`src/design/oss_pkg.sv`:
```
// Shared types, constants and table lookups for the oscillator setting solver.
// No dependencies; every module of the block imports this package.
package oss_pkg;

	// Field widths
	localparam int unsigned FREQ_W = 32;
	localparam int unsigned EXP_W  = 4;
	localparam int unsigned IDX_W  = 4;
	localparam int unsigned OFS_W  = 8;
	localparam int unsigned DAC_W  = 10;
	localparam int unsigned BASE_W = 5;

	// Configuration port
	localparam int unsigned PADDR_W = 5;
	localparam int unsigned PDATA_W = 32;

	typedef enum logic [2:0] {
		REG_RANGE_BASE = 3'd0,
		REG_FREQ_LOW   = 3'd1,
		REG_FREQ_HIGH  = 3'd2,
		REG_OSC_LOW    = 3'd3,
		REG_OSC_HIGH   = 3'd4
	} reg_idx_t;

	localparam logic [BASE_W-1:0] RANGE_BASE_RST = '0;
	localparam logic [FREQ_W-1:0] FREQ_LOW_RST   = 32'd130000;
	localparam logic [FREQ_W-1:0] FREQ_HIGH_RST  = 32'd66600000;
	localparam logic [FREQ_W-1:0] OSC_LOW_RST    = 32'd33300000;
	localparam logic [FREQ_W-1:0] OSC_HIGH_RST   = 32'd66600000;

	// Prescaler search
	localparam int unsigned MAX_EXP = 9;

	// Range table
	localparam int unsigned NUM_ENTRIES = 13;
	localparam logic [IDX_W-1:0] DEFAULT_ENTRY = 4'd6;
	localparam logic [FREQ_W-1:0] RANGE_WIDTH = 32'd5120000;
	localparam logic [FREQ_W-1:0] RANGE_HALF  = RANGE_WIDTH / 2;
	localparam int unsigned DIST_W = $clog2(RANGE_HALF + 1);

	// DAC step and its reciprocal: q ~= (x * DIV_MULT) >> DIV_SHIFT, at most one low
	localparam int unsigned DAC_STEP  = 5000;
	localparam int unsigned DIV_SHIFT = 31 + $clog2(DAC_STEP);
	localparam logic [63:0] DIV_MULT_FULL = (64'd1 << DIV_SHIFT) / 64'(DAC_STEP);
	localparam logic [FREQ_W-1:0] DIV_MULT = DIV_MULT_FULL[FREQ_W-1:0];
	localparam logic [FREQ_W-1:0] STEP_VAL = FREQ_W'(DAC_STEP);

	// Pipeline depth
	localparam int unsigned NUM_STAGES = 7;

	typedef struct packed {
		logic [BASE_W-1:0] range_base;
		logic [FREQ_W-1:0] freq_low;
		logic [FREQ_W-1:0] freq_high;
		logic [FREQ_W-1:0] osc_low;
		logic [FREQ_W-1:0] osc_high;
	} cfg_t;

	typedef struct packed {
		logic [NUM_STAGES-1:0] en;
		logic [NUM_STAGES-1:0] vld;
	} pipe_ctl_t;

	typedef struct packed {
		logic             accepted;
		logic [EXP_W-1:0] exp;
		logic [IDX_W-1:0] idx;
		logic [OFS_W-1:0] offset;
	} res_meta_t;

	typedef struct packed {
		logic              hit;
		logic [IDX_W-1:0]  idx;
		logic [DIST_W-1:0] gap;
	} cand_t;

	// Lower bound of each range table entry
	function automatic logic [FREQ_W-1:0] entry_min(input logic [IDX_W-1:0] idx);
		logic [FREQ_W-1:0] v;
		case (idx)
			4'd0:    v = 32'd30740000;
			4'd1:    v = 32'd33300000;
			4'd2:    v = 32'd35860000;
			4'd3:    v = 32'd38420000;
			4'd4:    v = 32'd40980000;
			4'd5:    v = 32'd43540000;
			4'd6:    v = 32'd46100000;
			4'd7:    v = 32'd48660000;
			4'd8:    v = 32'd51220000;
			4'd9:    v = 32'd53780000;
			4'd10:   v = 32'd56340000;
			4'd11:   v = 32'd58900000;
			4'd12:   v = 32'd61460000;
			default: v = 32'd46100000;
		endcase
		return v;
	endfunction

	// Keep the closer candidate; a is the lower index and wins ties
	function automatic cand_t pick_closer(input cand_t a, input cand_t b);
		cand_t w;
		if (a.hit && (!b.hit || a.gap <= b.gap)) begin
			w = a;
		end else if (b.hit) begin
			w = b;
		end else begin
			w = a;
		end
		return w;
	endfunction

endpackage

```
`src/design/oss_exp_stage.sv`:
```
// Stage 1: request window check and prescaler exponent search.
// Depends on oss_pkg.
module oss_exp_stage (
	input  logic                      clk,
	input  oss_pkg::pipe_ctl_t        ctl,
	input  oss_pkg::cfg_t             cfg,
	input  logic [oss_pkg::FREQ_W-1:0] target_freq,
	output logic                      accepted_s1,
	output logic [oss_pkg::EXP_W-1:0]  exp_s1,
	output logic [oss_pkg::FREQ_W-1:0] osc_s1
);
	import oss_pkg::*;

	logic [FREQ_W-1:0] shifted [MAX_EXP];
	logic [MAX_EXP-1:0] fit;
	logic [EXP_W-1:0]  sel_exp;
	logic [FREQ_W-1:0] sel_osc;
	logic              in_window;

	// Shift by each exponent and test against the oscillator window
	always_comb begin
		for (int e = 0; e < MAX_EXP; e++) begin
			shifted[e] = target_freq << e;
			fit[e] = (shifted[e] > cfg.osc_low) && (shifted[e] < cfg.osc_high);
		end
	end

	// Take the first exponent that fits, else fall back to the largest shift
	always_comb begin
		sel_exp = EXP_W'(MAX_EXP);
		sel_osc = shifted[MAX_EXP-1];
		for (int e = MAX_EXP - 1; e >= 0; e--) begin
			if (fit[e]) begin
				sel_exp = EXP_W'(e);
				sel_osc = shifted[e];
			end
		end
	end

	assign in_window = (target_freq >= cfg.freq_low) && (target_freq <= cfg.freq_high);

	always_ff @(posedge clk) begin
		if (ctl.en[0]) begin
			accepted_s1 <= in_window;
			exp_s1      <= sel_exp;
			osc_s1      <= sel_osc;
		end
	end

endmodule

```
`src/design/oss_range_pick.sv`:
```
// Stages 2 to 4: range table match, closest-centre reduction, offset and DAC difference.
// Depends on oss_pkg.
module oss_range_pick (
	input  logic                        clk,
	input  logic                        arst_n,
	input  oss_pkg::pipe_ctl_t          ctl,
	input  logic [oss_pkg::BASE_W-1:0]   range_base,
	input  logic                        accepted_s1,
	input  logic [oss_pkg::EXP_W-1:0]    exp_s1,
	input  logic [oss_pkg::FREQ_W-1:0]   osc_s1,
	output oss_pkg::res_meta_t          meta_s4,
	output logic [oss_pkg::FREQ_W-1:0]   diff_s4
);
	import oss_pkg::*;

	cand_t             cand_d  [NUM_ENTRIES];
	cand_t             cand_s2 [NUM_ENTRIES];
	logic              acc_s2;
	logic [EXP_W-1:0]  exp_s2;
	logic [FREQ_W-1:0] osc_s2;

	cand_t             lvl1    [7];
	cand_t             lvl2    [4];
	cand_t             cand_s3 [4];
	logic              acc_s3;
	logic [EXP_W-1:0]  exp_s3;
	logic [FREQ_W-1:0] osc_s3;

	cand_t             half_a;
	cand_t             half_b;
	cand_t             winner;
	logic [IDX_W-1:0]  win_idx;
	res_meta_t         meta_d;
	logic [FREQ_W-1:0] diff_d;
	logic              hit_s4;
	logic [NUM_ENTRIES-1:0] hit_vec_s2;

	// Stage 2: containment and distance to centre for every entry
	always_comb begin
		logic [FREQ_W-1:0] lo;
		logic [FREQ_W-1:0] centre;
		logic [FREQ_W-1:0] gap;
		for (int i = 0; i < NUM_ENTRIES; i++) begin
			lo     = entry_min(IDX_W'(i));
			centre = lo + RANGE_HALF;
			gap    = (osc_s1 >= centre) ? (osc_s1 - centre) : (centre - osc_s1);
			cand_d[i].hit = (osc_s1 >= lo) && (osc_s1 <= lo + RANGE_WIDTH);
			cand_d[i].idx = IDX_W'(i);
			cand_d[i].gap = gap[DIST_W-1:0];
		end
	end

	always_ff @(posedge clk) begin
		if (ctl.en[1]) begin
			cand_s2 <= cand_d;
			acc_s2  <= accepted_s1;
			exp_s2  <= exp_s1;
			osc_s2  <= osc_s1;
		end
	end

	// Stage 3: first two levels of the reduction tree
	always_comb begin
		for (int j = 0; j < 6; j++) begin
			lvl1[j] = pick_closer(cand_s2[2*j], cand_s2[2*j+1]);
		end
		lvl1[6] = cand_s2[NUM_ENTRIES-1];
		for (int j = 0; j < 3; j++) begin
			lvl2[j] = pick_closer(lvl1[2*j], lvl1[2*j+1]);
		end
		lvl2[3] = lvl1[6];
	end

	always_ff @(posedge clk) begin
		if (ctl.en[2]) begin
			cand_s3 <= lvl2;
			acc_s3  <= acc_s2;
			exp_s3  <= exp_s2;
			osc_s3  <= osc_s2;
		end
	end

	// Stage 4: final reduction, fallback entry, offset and distance above entry minimum
	always_comb begin
		half_a  = pick_closer(cand_s3[0], cand_s3[1]);
		half_b  = pick_closer(cand_s3[2], cand_s3[3]);
		winner  = pick_closer(half_a, half_b);
		win_idx = winner.hit ? winner.idx : DEFAULT_ENTRY;
		if (acc_s3) begin
			meta_d.accepted = 1'b1;
			meta_d.exp      = exp_s3;
			meta_d.idx      = win_idx;
			meta_d.offset   = OFS_W'(range_base) + OFS_W'(win_idx) - OFS_W'(DEFAULT_ENTRY);
			diff_d          = osc_s3 - entry_min(win_idx);
		end else begin
			meta_d = '0;
			diff_d = '0;
		end
	end

	always_ff @(posedge clk) begin
		if (ctl.en[3]) begin
			meta_s4 <= meta_d;
			diff_s4 <= diff_d;
			hit_s4  <= winner.hit;
		end
	end

	always_comb begin
		for (int i = 0; i < NUM_ENTRIES; i++) begin
			hit_vec_s2[i] = cand_s2[i].hit;
		end
	end

	// Overlapping ranges never hold a value in more than three entries
	a_hit_count: assert property (@(posedge clk) disable iff (!arst_n)
		ctl.vld[1] |-> $countones(hit_vec_s2) <= 3)
		else $error("more than three range entries matched");

	// A matched entry leaves the value within its range width
	a_diff_range: assert property (@(posedge clk) disable iff (!arst_n)
		(ctl.vld[3] && meta_s4.accepted && hit_s4) |-> diff_s4 <= RANGE_WIDTH)
		else $error("difference outside the chosen range");

	// With no match the default entry is used
	a_fallback: assert property (@(posedge clk) disable iff (!arst_n)
		(ctl.vld[3] && meta_s4.accepted && !hit_s4) |-> meta_s4.idx == DEFAULT_ENTRY)
		else $error("fallback entry not used");

	// Rejected requests carry cleared fields
	a_reject_clear: assert property (@(posedge clk) disable iff (!arst_n)
		(ctl.vld[3] && !meta_s4.accepted) |-> (meta_s4 == '0 && diff_s4 == '0))
		else $error("rejected request carries nonzero fields");

endmodule

```
`src/design/oss_dac_div.sv`:
```
// Stages 5 to 7: division of the DAC difference by the step through a reciprocal
// multiply and one correction, plus the output register. Depends on oss_pkg.
module oss_dac_div (
	input  logic                        clk,
	input  logic                        arst_n,
	input  oss_pkg::pipe_ctl_t          ctl,
	input  oss_pkg::res_meta_t          meta_s4,
	input  logic [oss_pkg::FREQ_W-1:0]   diff_s4,
	output logic                        accepted,
	output logic [oss_pkg::EXP_W-1:0]    prescale_exp,
	output logic [oss_pkg::IDX_W-1:0]    table_index,
	output logic [oss_pkg::OFS_W-1:0]    offset_code,
	output logic [oss_pkg::DAC_W-1:0]    dac_code
);
	import oss_pkg::*;

	logic [2*FREQ_W-1:0] prod_s5;
	logic [FREQ_W-1:0]   diff_s5;
	res_meta_t           meta_s5;

	logic [2*FREQ_W-1:0] prod_sh;
	logic [FREQ_W-1:0]   q0_d;
	logic [FREQ_W-1:0]   qs_d;
	logic [FREQ_W-1:0]   q0_s6;
	logic [FREQ_W-1:0]   rem_s6;
	res_meta_t           meta_s6;

	logic [FREQ_W-1:0]   quot;
	res_meta_t           meta_s7;
	logic [DAC_W-1:0]    dac_s7;

	// Stage 5: reciprocal multiply
	always_ff @(posedge clk) begin
		if (ctl.en[4]) begin
			prod_s5 <= (2*FREQ_W)'(diff_s4) * (2*FREQ_W)'(DIV_MULT);
			diff_s5 <= diff_s4;
			meta_s5 <= meta_s4;
		end
	end

	// Stage 6: estimate quotient and its remainder
	always_comb begin
		prod_sh = prod_s5 >> DIV_SHIFT;
		q0_d    = prod_sh[FREQ_W-1:0];
		qs_d    = q0_d * STEP_VAL;
	end

	always_ff @(posedge clk) begin
		if (ctl.en[5]) begin
			q0_s6   <= q0_d;
			rem_s6  <= diff_s5 - qs_d;
			meta_s6 <= meta_s5;
		end
	end

	// Stage 7: correct an estimate that came out one low
	assign quot = (rem_s6 >= STEP_VAL) ? (q0_s6 + 1'b1) : q0_s6;

	always_ff @(posedge clk) begin
		if (ctl.en[6]) begin
			meta_s7 <= meta_s6;
			dac_s7  <= quot[DAC_W-1:0];
		end
	end

	assign accepted     = meta_s7.accepted;
	assign prescale_exp = meta_s7.exp;
	assign table_index  = meta_s7.idx;
	assign offset_code  = meta_s7.offset;
	assign dac_code     = dac_s7;

	// Reciprocal estimate is never more than one step low
	a_rem_bound: assert property (@(posedge clk) disable iff (!arst_n)
		ctl.vld[5] |-> ({1'b0, rem_s6} < ((FREQ_W+1)'(STEP_VAL) << 1)))
		else $error("quotient estimate off by more than one");

	// A cleared difference divides to zero
	a_reject_div: assert property (@(posedge clk) disable iff (!arst_n)
		(ctl.vld[5] && !meta_s6.accepted) |-> (q0_s6 == '0 && rem_s6 == '0))
		else $error("rejected request produced a nonzero quotient");

	// Rejected results show a zero DAC code
	a_reject_dac: assert property (@(posedge clk) disable iff (!arst_n)
		(ctl.vld[6] && !accepted) |-> dac_code == '0)
		else $error("rejected result with nonzero DAC code");

endmodule

```
`src/design/oscillator_setting_solver.sv`:
```
// Oscillator setting solver: turns a requested frequency into prescaler exponent,
// range table entry, offset code and fine DAC code. One request enters per clock while
// in_ready is high and passes through a 7-stage pipeline (window check and
// exponent search, table match, two reduction stages, reciprocal multiply, remainder,
// correction); a stall on the output holds only the stages that are full, so bubbles
// close up and the input stays ready while any stage is free. Registers are written
// over an APB-style port at byte addresses 4*index and are meant to change only
// while the pipeline is empty. Depends on oss_pkg, oss_exp_stage, oss_range_pick,
// oss_dac_div.
module oscillator_setting_solver (
	input  logic                         clk,
	input  logic                         arst_n,
	// Request channel
	input  logic                         in_valid,
	output logic                         in_ready,
	input  logic [oss_pkg::FREQ_W-1:0]    target_freq,
	// Result channel
	output logic                         out_valid,
	input  logic                         out_ready,
	output logic                         accepted,
	output logic [oss_pkg::EXP_W-1:0]     prescale_exp,
	output logic [oss_pkg::IDX_W-1:0]     table_index,
	output logic [oss_pkg::OFS_W-1:0]     offset_code,
	output logic [oss_pkg::DAC_W-1:0]     dac_code,
	// Configuration port
	input  logic                         psel,
	input  logic                         penable,
	input  logic                         pwrite,
	input  logic [oss_pkg::PADDR_W-1:0]   paddr,
	input  logic [oss_pkg::PDATA_W-1:0]   pwdata,
	output logic [oss_pkg::PDATA_W-1:0]   prdata,
	output logic                         pready
);
	import oss_pkg::*;

	cfg_t                  cfg_q;
	logic [2:0]            reg_idx;
	logic                  wr_en;
	logic [NUM_STAGES-1:0] vld_q;
	logic [NUM_STAGES-1:0] stage_en;
	pipe_ctl_t             ctl;

	logic                  accepted_s1;
	logic [EXP_W-1:0]      exp_s1;
	logic [FREQ_W-1:0]     osc_s1;
	res_meta_t             meta_s4;
	logic [FREQ_W-1:0]     diff_s4;

	// Configuration registers
	assign pready  = 1'b1;
	assign reg_idx = paddr[PADDR_W-1:2];
	assign wr_en   = psel && penable && pwrite && pready;

	always_ff @(posedge clk or negedge arst_n) begin
		if (!arst_n) begin
			cfg_q.range_base <= RANGE_BASE_RST;
			cfg_q.freq_low   <= FREQ_LOW_RST;
			cfg_q.freq_high  <= FREQ_HIGH_RST;
			cfg_q.osc_low    <= OSC_LOW_RST;
			cfg_q.osc_high   <= OSC_HIGH_RST;
		end else if (wr_en) begin
			if (reg_idx == REG_RANGE_BASE) cfg_q.range_base <= pwdata[BASE_W-1:0];
			if (reg_idx == REG_FREQ_LOW)   cfg_q.freq_low   <= pwdata;
			if (reg_idx == REG_FREQ_HIGH)  cfg_q.freq_high  <= pwdata;
			if (reg_idx == REG_OSC_LOW)    cfg_q.osc_low    <= pwdata;
			if (reg_idx == REG_OSC_HIGH)   cfg_q.osc_high   <= pwdata;
		end
	end

	// Read back
	always_comb begin
		unique case (reg_idx)
			REG_RANGE_BASE: prdata = PDATA_W'(cfg_q.range_base);
			REG_FREQ_LOW:   prdata = cfg_q.freq_low;
			REG_FREQ_HIGH:  prdata = cfg_q.freq_high;
			REG_OSC_LOW:    prdata = cfg_q.osc_low;
			REG_OSC_HIGH:   prdata = cfg_q.osc_high;
			default:        prdata = '0;
		endcase
	end

	// Advance a stage when it is empty or the next one advances
	always_comb begin
		stage_en[NUM_STAGES-1] = !vld_q[NUM_STAGES-1] || out_ready;
		for (int k = NUM_STAGES - 2; k >= 0; k--) begin
			stage_en[k] = !vld_q[k] || stage_en[k+1];
		end
	end

	always_ff @(posedge clk or negedge arst_n) begin
		if (!arst_n) begin
			vld_q <= '0;
		end else begin
			if (stage_en[0]) vld_q[0] <= in_valid;
			for (int k = 1; k < NUM_STAGES; k++) begin
				if (stage_en[k]) vld_q[k] <= vld_q[k-1];
			end
		end
	end

	assign ctl.en    = stage_en;
	assign ctl.vld   = vld_q;
	assign in_ready  = stage_en[0];
	assign out_valid = vld_q[NUM_STAGES-1];

	oss_exp_stage u_exp (
		.clk         (clk),
		.ctl         (ctl),
		.cfg         (cfg_q),
		.target_freq (target_freq),
		.accepted_s1 (accepted_s1),
		.exp_s1      (exp_s1),
		.osc_s1      (osc_s1)
	);

	oss_range_pick u_range (
		.clk         (clk),
		.arst_n      (arst_n),
		.ctl         (ctl),
		.range_base  (cfg_q.range_base),
		.accepted_s1 (accepted_s1),
		.exp_s1      (exp_s1),
		.osc_s1      (osc_s1),
		.meta_s4     (meta_s4),
		.diff_s4     (diff_s4)
	);

	oss_dac_div u_dac (
		.clk          (clk),
		.arst_n       (arst_n),
		.ctl          (ctl),
		.meta_s4      (meta_s4),
		.diff_s4      (diff_s4),
		.accepted     (accepted),
		.prescale_exp (prescale_exp),
		.table_index  (table_index),
		.offset_code  (offset_code),
		.dac_code     (dac_code)
	);

	// An empty output stage leaves the whole pipe ready
	a_ready_when_empty: assert property (@(posedge clk) disable iff (!arst_n)
		!out_valid |-> in_ready)
		else $error("input stalled with an empty output stage");

	// Every transfer in lands in the first stage
	a_enter_stage1: assert property (@(posedge clk) disable iff (!arst_n)
		(in_valid && in_ready) |=> vld_q[0])
		else $error("accepted request lost at stage one");

	// Accepted results stay within the exponent and table ranges
	a_result_range: assert property (@(posedge clk) disable iff (!arst_n)
		(out_valid && accepted) |-> (prescale_exp <= EXP_W'(MAX_EXP)
			&& table_index <= IDX_W'(NUM_ENTRIES - 1)))
		else $error("result fields out of range");

	// Rejected results carry cleared settings
	a_reject_out: assert property (@(posedge clk) disable iff (!arst_n)
		(out_valid && !accepted) |-> (prescale_exp == '0 && table_index == '0
			&& offset_code == '0))
		else $error("rejected result carries settings");

endmodule

```
`config.mk`:
```
export PLATFORM = sky130hd
export DESIGN_NAME = oscillator_setting_solver
export DESIGN_NICKNAME = d
export VERILOG_FILES = /design/src/design/oss_pkg.sv /design/src/design/oss_exp_stage.sv /design/src/design/oss_range_pick.sv /design/src/design/oss_dac_div.sv /design/src/design/oscillator_setting_solver.sv
export SDC_FILE = /design/constraint.sdc
export NUM_CORES = 2
export LEC_CHECK = 0
export BUFFER_PORTS_ARGS = -buffer_cell sky130_fd_sc_hd__buf_2
export CAP_MARGIN = 5
export CELL_PAD_IN_SITES_DETAIL_PLACEMENT = 0
export CELL_PAD_IN_SITES_GLOBAL_PLACEMENT = 1
export CORE_MARGIN = 2
export CORE_UTILIZATION = 55
export CTS_CLUSTER_DIAMETER = 100
export DETAILED_ROUTE_END_ITERATION = 12
export GPL_TIMING_DRIVEN = 1
export PLACE_DENSITY_LB_ADDON = 0.3
export SLEW_MARGIN = 25
export SYNTH_ARGS = -nofsm -noshare
export SYNTH_HDL_FRONTEND = slang
export SYNTH_SLANG_ARGS = --single-unit
```
`constraint.sdc`:
```
create_clock -name clk -period 22.3 [get_ports clk]
set_clock_uncertainty 0.1 [all_clocks]
set_input_delay 0 -clock clk [delete_from_list [all_inputs] [get_ports clk]]
set_output_delay 0 -clock clk [all_outputs]
set_load 0.05 [all_outputs]
```
# --- After elaboration in Yosys (flattened, before gate mapping) ---
# Memory sizes are Yosys's and may differ from the RTL's.
# Index checks and enable logic that the tools add are counted.
op_classes:
  eq_ne: 4
  reduce_logical: 84
  muxes: 58
  n_addsub: 31
  n_lt_le_gt_ge: 60
  n_mul: 2
op_table:
  columns: ["cell", "n"]
  rows:
  - ["$mux W27", 24]
  - ["$le A32 B26 Y1 const B", 13]
  - ["$ge A32 B26 Y1 const B", 12]
  - ["$gt A32 B32 Y1", 9]
  - ["$lt A32 B32 Y1", 9]
  - ["$mux W32", 9]
  - ["$mux W22", 13]
  - ["$le A22 B22 Y1", 12]
  - ["$pmux W32 S5", 1]
  - ["$sub A22 B22 Y22 const A", 7]
  - ["$sub A22 B22 Y22 const B", 7]
  - ["$sub A21 B22 Y22 const A", 3]
  - ["$sub A22 B21 Y22 const B", 3]
  - ["$ge A32 B25 Y1 const B", 2]
  - ["$sub A32 B32 Y32", 2]
  - ["$mul A32 B29 Y61 const B", 1]
  - ["$sub A20 B22 Y22 const A", 2]
  - ["$sub A22 B20 Y22 const B", 2]
  - ["$logic_and A1 B1 Y1", 37]
  - ["$ge A32 B13 Y1 const B", 1]
  - ["$ge A32 B32 Y1", 1]
  - ["$le A32 B32 Y1", 1]
  - ["$mul A20 B10 Y29 const B", 1]
  - ["$sub A18 B22 Y22 const A", 1]
  - ["20 further kinds", 66]
totals:
  out_inout_bits: 62
  inputBits: 76
  n_memories: 1
  romBits: 224
  elab_cells: 323
  regBits: 899
memory_table:
  columns: ["name", "depth", "word_bits", "read_ports", "rd_ports_with_merged_regs", "wr", "line_no", "source"]
  rows:
  - ["(no name shown)", 16, 14, 1, 0, 0, "oss_pkg.sv:80", "case (idx)"]

# --- Depth between registers and ports, before layout ---
logic_depth:
  ltp_word: 12
  ltp_mapped: 38
  ltp_nobuf: 35

# --- Modules after synthesis ---
# A second synthesis with hierarchy kept.
hier_totals:
  cells_unflattened: 7874
  hier_area_um2: 81036.5
modules_own_cells:
  columns: ["mod", "n_inst", "area_each_um2", "seq_area_each_um2", "cells_each"]
  rows:
  - ["oss_range_pick", 1, 32826.5, 15164.5, 3103]
  - ["oss_dac_div", 1, 25814.8, 4474.3, 2379]
  - ["oss_exp_stage", 1, 16036.6, 1111.1, 1948]
  - ["oscillator_setting_solver", 1, 6358.6, 3562.2, 444]

# --- Worst setup path after synthesis ---
# No wires, ideal clock.
synth_timing:
  kind: "reg-to-reg"
  startpoint: "register vld_q[6]"
  endpoint: "register u_range.acc_s2, enable pin"
  t_arrival_ps: 10473
  slack_ps: 8512
  setup_ps: 3215
  required_ps: 18985
  period_less_slack_ps: 13788
  path_stages_with_launch: 5
  n_path_buf: 0
  path_cell_list: "dfrtp_1 -> nor2b_1 -> nand3_1 -> nor2_1 -> nand3_1"
synth_rtl:
  columns: ["item", "line_no", "source"]
  rows:
  - ["start: declaration", "oscillator_setting_solver.sv:39", "logic [NUM_STAGES-1:0] vld_q;"]
  - ["start signal: indexed assignment", "oscillator_setting_solver.sv:96", "if (stage_en[k]) vld_q[k] <= vld_q[k-1];"]
  - ["end signal: assignment", "oss_range_pick.sv:56", "acc_s2 <= accepted_s1;"]
  - ["end: declaration", "oss_range_pick.sv:18", "logic acc_s2;"]

# --- Final worst setup path ---
layout_timing:
  startpoint: "register u_range.cand_s3[98] (netlist name)"
  endpoint: "register u_range.diff_s4[31] (netlist name), data pin"
layout_between:
  elab_chain_cells: 12
  word_cells_on_any_way: 14
  cone_classes: "1 x add/sub; 2 x order compare; 6 x mux; 4 x reduce/logical; 1 x memory"
layout_lines:
  columns: ["item", "line_no", "source"]
  rows:
  - ["start: declaration", "oss_range_pick.sv:24", "cand_t cand_s3 [4];"]
  - ["start signal: assignment", "oss_range_pick.sv:76", "cand_s3 <= lvl2;"]
  - ["$le A22 B22 Y1", "oss_pkg.sv:102", "if (a.hit && (!b.hit || a.gap <= b.gap)) begin"]
  - ["$logic_or A1 B1 Y1", "oss_pkg.sv:102", null]
  - ["$logic_and A1 B1 Y1", "oss_pkg.sv:102", null]
  - ["$mux W27 *", "oss_pkg.sv:102", null]
  - ["$le A22 B22 Y1", "oss_pkg.sv:102", null]
  - ["$logic_or A1 B1 Y1", "oss_pkg.sv:102", null]
  - ["$logic_and A1 B1 Y1", "oss_pkg.sv:102", null]
  - ["$mux W27 *", "oss_pkg.sv:102", null]
  - ["$mux W4 *", "oss_range_pick.sv:88", "win_idx = winner.hit ? winner.idx : DEFAULT_ENTRY;"]
  - ["via u_range.win_idx[3]", "oss_range_pick.sv:32", "logic [IDX_W-1:0] win_idx;"]
  - ["$mem_v2 Z16 W14 *", null, null]
  - ["$mux W32 *", "oss_range_pick.sv:89", "if (acc_s3) begin"]
  - ["$sub A32 B32 Y32 *", "oss_range_pick.sv:94", "diff_d = osc_s3 - entry_min(win_idx);"]
  - ["end signal: assignment", "oss_range_pick.sv:104", "diff_s4 <= diff_d;"]
  - ["end: declaration", "oss_range_pick.sv:12", "output logic [oss_pkg::FREQ_W-1:0] diff_s4"]
# The timed path passes the listed nets; every way through them passes the cells marked *. The select of a mux whose other input is x is not followed.
# A chain may end at the register's enable or synchronous reset.

==> impl_metrics.ini <==
[run_status]
status = complete, no violations

[clocking]
cts_resized = 0
ctsRootBufferMaster = clkbuf_16
path_clk_slew_ps = 60
cts_tree = built
cts_buffers = 97
cts_max_path_buffers = 3
clock_latency_ps = 760
numClockSinks = 832
h-tree-depth = 3

[finish]
nets = 10000
layout_common_cells = 1,330 x ha_1, 1,235 x inv_1, 692 x edfxtp_1
nFillCells = 11900
drive_gt1_share_pct = 7.71
area_growth_pct = 9.96
final_common_cell = ha_1

[global_routing]
grt_antenna_before_repair = 6
grt.busiest_layer = met2
track_usage_pct = 31.9
grt_pass1_vias = 61200
grt_pass1_wl_mm = 359
grt-ovfl-total = 0
grt_use_met2_pct = 51.0
grt_max_degree = 73
grtUsageMet1_pct = 43.3
grt_use_met3_pct = 5.91

[placement]
io_buffer_count = 134
dp_hpwl_mm = 174
place.gp.congestion = 0.946

[yosys]
synthDistinctLibCells = 105
async_flop_share_pct = 16.8
synth_nets = 9791
yosys_warnings = 0
syn_area_um2 = 79500
synth_top_area_share_pct = 26.1
yosysSeqAreaShare_pct = 30.6
syn_avg_cell_area_um2 = 10.0
synth_top_cell_by_area = edfxtp_1
synth_edf_count = 692
synthFlopType = edfxtp_1
synthCells = 7918
synthTopCellsByArea = edfxtp_1 26%, ha_1 21%, fa_1 12%, inv_1 5.8%, dfrtp_1 2.9%
ys_seq_elements = 832

[worst_hold_path]
worst_hold_path_type = primary input to flip-flop

[setup_path]
r2r_start = u_range.cand_s3[98]$_DFFE_PP_
critPathKind = flip-flop to flip-flop
crit_path_max_incr_delay_ps = 950
r2r_setup_slack_ps = 12420
cp-endpoint = u_range.diff_s4[31]$_SDFFCE_PN0P_
timing.rr.end = u_range.diff_s4[31]$_SDFFCE_PN0P_
crit_required_ps = 22650
cp_max_fo = 17
start_kind = flip-flop
reg2reg_depth = 33
worstSetupEndpointType = flip-flop
critical_path.slowest_cell = a2111oi_0
cp.arrival_ps = 10230
cp-startpoint = u_range.cand_s3[98]$_DFFE_PP_

[floorplan]
initial_utilization_pct = 55.4
boundaryPins = 138
rows = 139
die_y_um = 384
die_w_um = 384
die-area_um2 = 148000
coreArea_um2 = 143000

[timing]
period_share_pct = 44.3
hold_violations = 0
tns_ps = 0
max_freq_mhz = 101
setup_viol = 0
min_period_ps = 9880
slew_viol_final = 0
rsz0062_at_grt = false
slew_headroom_pct = 18.8
tightest_slew_ps = 1210

[detailed_routing]
viasPerCell = 6.04
num_vias = 61300
dr.pass1.iters = 8
drc = 0
wire_per_inst_um = 23.2
drt_iter0_markers = 5890
drt_wl_total_mm = 235
drtAntennaViolNets = 0

[job]
cap_violations = 0
## Yosys cell counts, types with 24 or more instances
master	n
o22ai_1	39
nor2_1	422
dfstp_2	47
clkbuf_1	190
nand2b_1	53
a211oi_1	36
inv_1	1236
a21oi_1	441
fa_1	467
dfrtp_1	93
ha_1	1330
mux2i_1	226
edfxtp_1	692
a21o_1	309
a22oi_1	45
nor3_1	61
and3_1	24
and2_1	26
nor3b_1	28
nor4_1	40
nand4_1	163
o21a_1	35
nor2b_1	77
o221ai_1	35
buf_2	31
nand2_1	460
o21ai_0	461
xnor2_1	195
a31oi_1	77
o31ai_1	25
xor2_1	80
nand3_1	84
mux2_2	45
## per-stage QoR
stage | hold slack, ps | std cells | area (µm²) | setup WS [ps] | util (%)
final | 41.8 | 10200 | 87400 | 12420 | 60.9
after global routing | 46.2 | 10200 | 87400 | 12120 | 60.9
after CTS | 0.408 | 10100 | 87300 | 12630 | 60.8
after detailed placement | 0.160 | 9854 | 82800 | 12820 | 57.7
after global placement | -11.5 | 9854 | 82800 | 12940 | 57.7
after floorplan | -396 | 7918 | 79500 | 8510 | -
## critical path: cells and delay by family (launching register included)
kind	cells	cell delay [ps]
AOI/OAI and AO/OA	16	4840
xor gates and xnor gates	1	160
adders and majority gates	4	1160
buffers and inverters	1	630
DFF	1	390
and+or+nand+nor	11	2270
## state kept, by name (all words and copies together), names as in the netlist, 7 cells and up
signal and count:
u_range.cand_s2 286, cfg_q 133, u_range.cand_s3 97, u_exp.osc_s1 32, u_range.diff_s4 32, u_range.osc_s2 32, u_range.osc_s3 32, u_dac.diff_s5 29
u_dac.rem_s6 29, u_dac.prod_s5 20, u_dac.meta_s5 17, u_dac.meta_s6 17, u_range.meta_s4 17, u_dac.dac_code 10, u_dac.q0_s6 10, u_dac.offset_code 8
vld_q 7
## worst min-delay path by stage
stage	startpoint	end	cells after the start
after floorplan	arst_n	cfg_q[0]$_DFFE_PN0P_	0
after global placement	arst_n	cfg_q[29]$_DFFE_PN0P_	1
after detailed placement	arst_n	cfg_q[117]$_DFFE_PN0P_	1
after CTS	pwdata[1]	cfg_q[97]$_DFFE_PN0P_	4
after global routing	pwdata[26]	cfg_q[90]$_DFFE_PN0P_	4
final	pwdata[1]	cfg_q[97]$_DFFE_PN0P_	4
## timing repair
action | in CTS | in global routing
buffers inserted | 0 | 0
hold endpoints to repair | 255 | 0
hold buffers | 115 | 0
## area by class of cell
| class | instances | area [µm²] | area share (%) |
|---|---|---|---|
| sequential | 832 | 24300 | 27.9 |
| antenna | 1 | 2.50 | 0.00286 |
| clock inverter | 69 | 817 | 0.935 |
| tap | 1903 | 2380 | 2.72 |
| clock buffer | 111 | 2510 | 2.87 |
| timing repair buffer | 399 | 3020 | 3.45 |
| inverter | 1242 | 4680 | 5.35 |
| multi-input combinational | 5596 | 49700 | 56.8 |
## cell families after synthesis
logic type / share of synthesized area [%]
flip-flops: 30.6
buffers and inverters: 7.16
multiplexers: 3.50
adder cells (fa/ha/maj): 32.7
AND/OR/NAND/NOR: 9.27
AO/OA/AOI/OAI: 13.7
other: 0.00472
XOR/XNOR: 3.03
## per-layer routing
layer,routed length (µm),share of wire [%]
met3,20500,8.7
met4,8540,3.6
met2,107000,45
met5,43,0.018
met1,99200,42
Power is left out: the tool's default activity adds up to more than one toggle a clock period on the data nets, which glitch-free logic cannot reach.
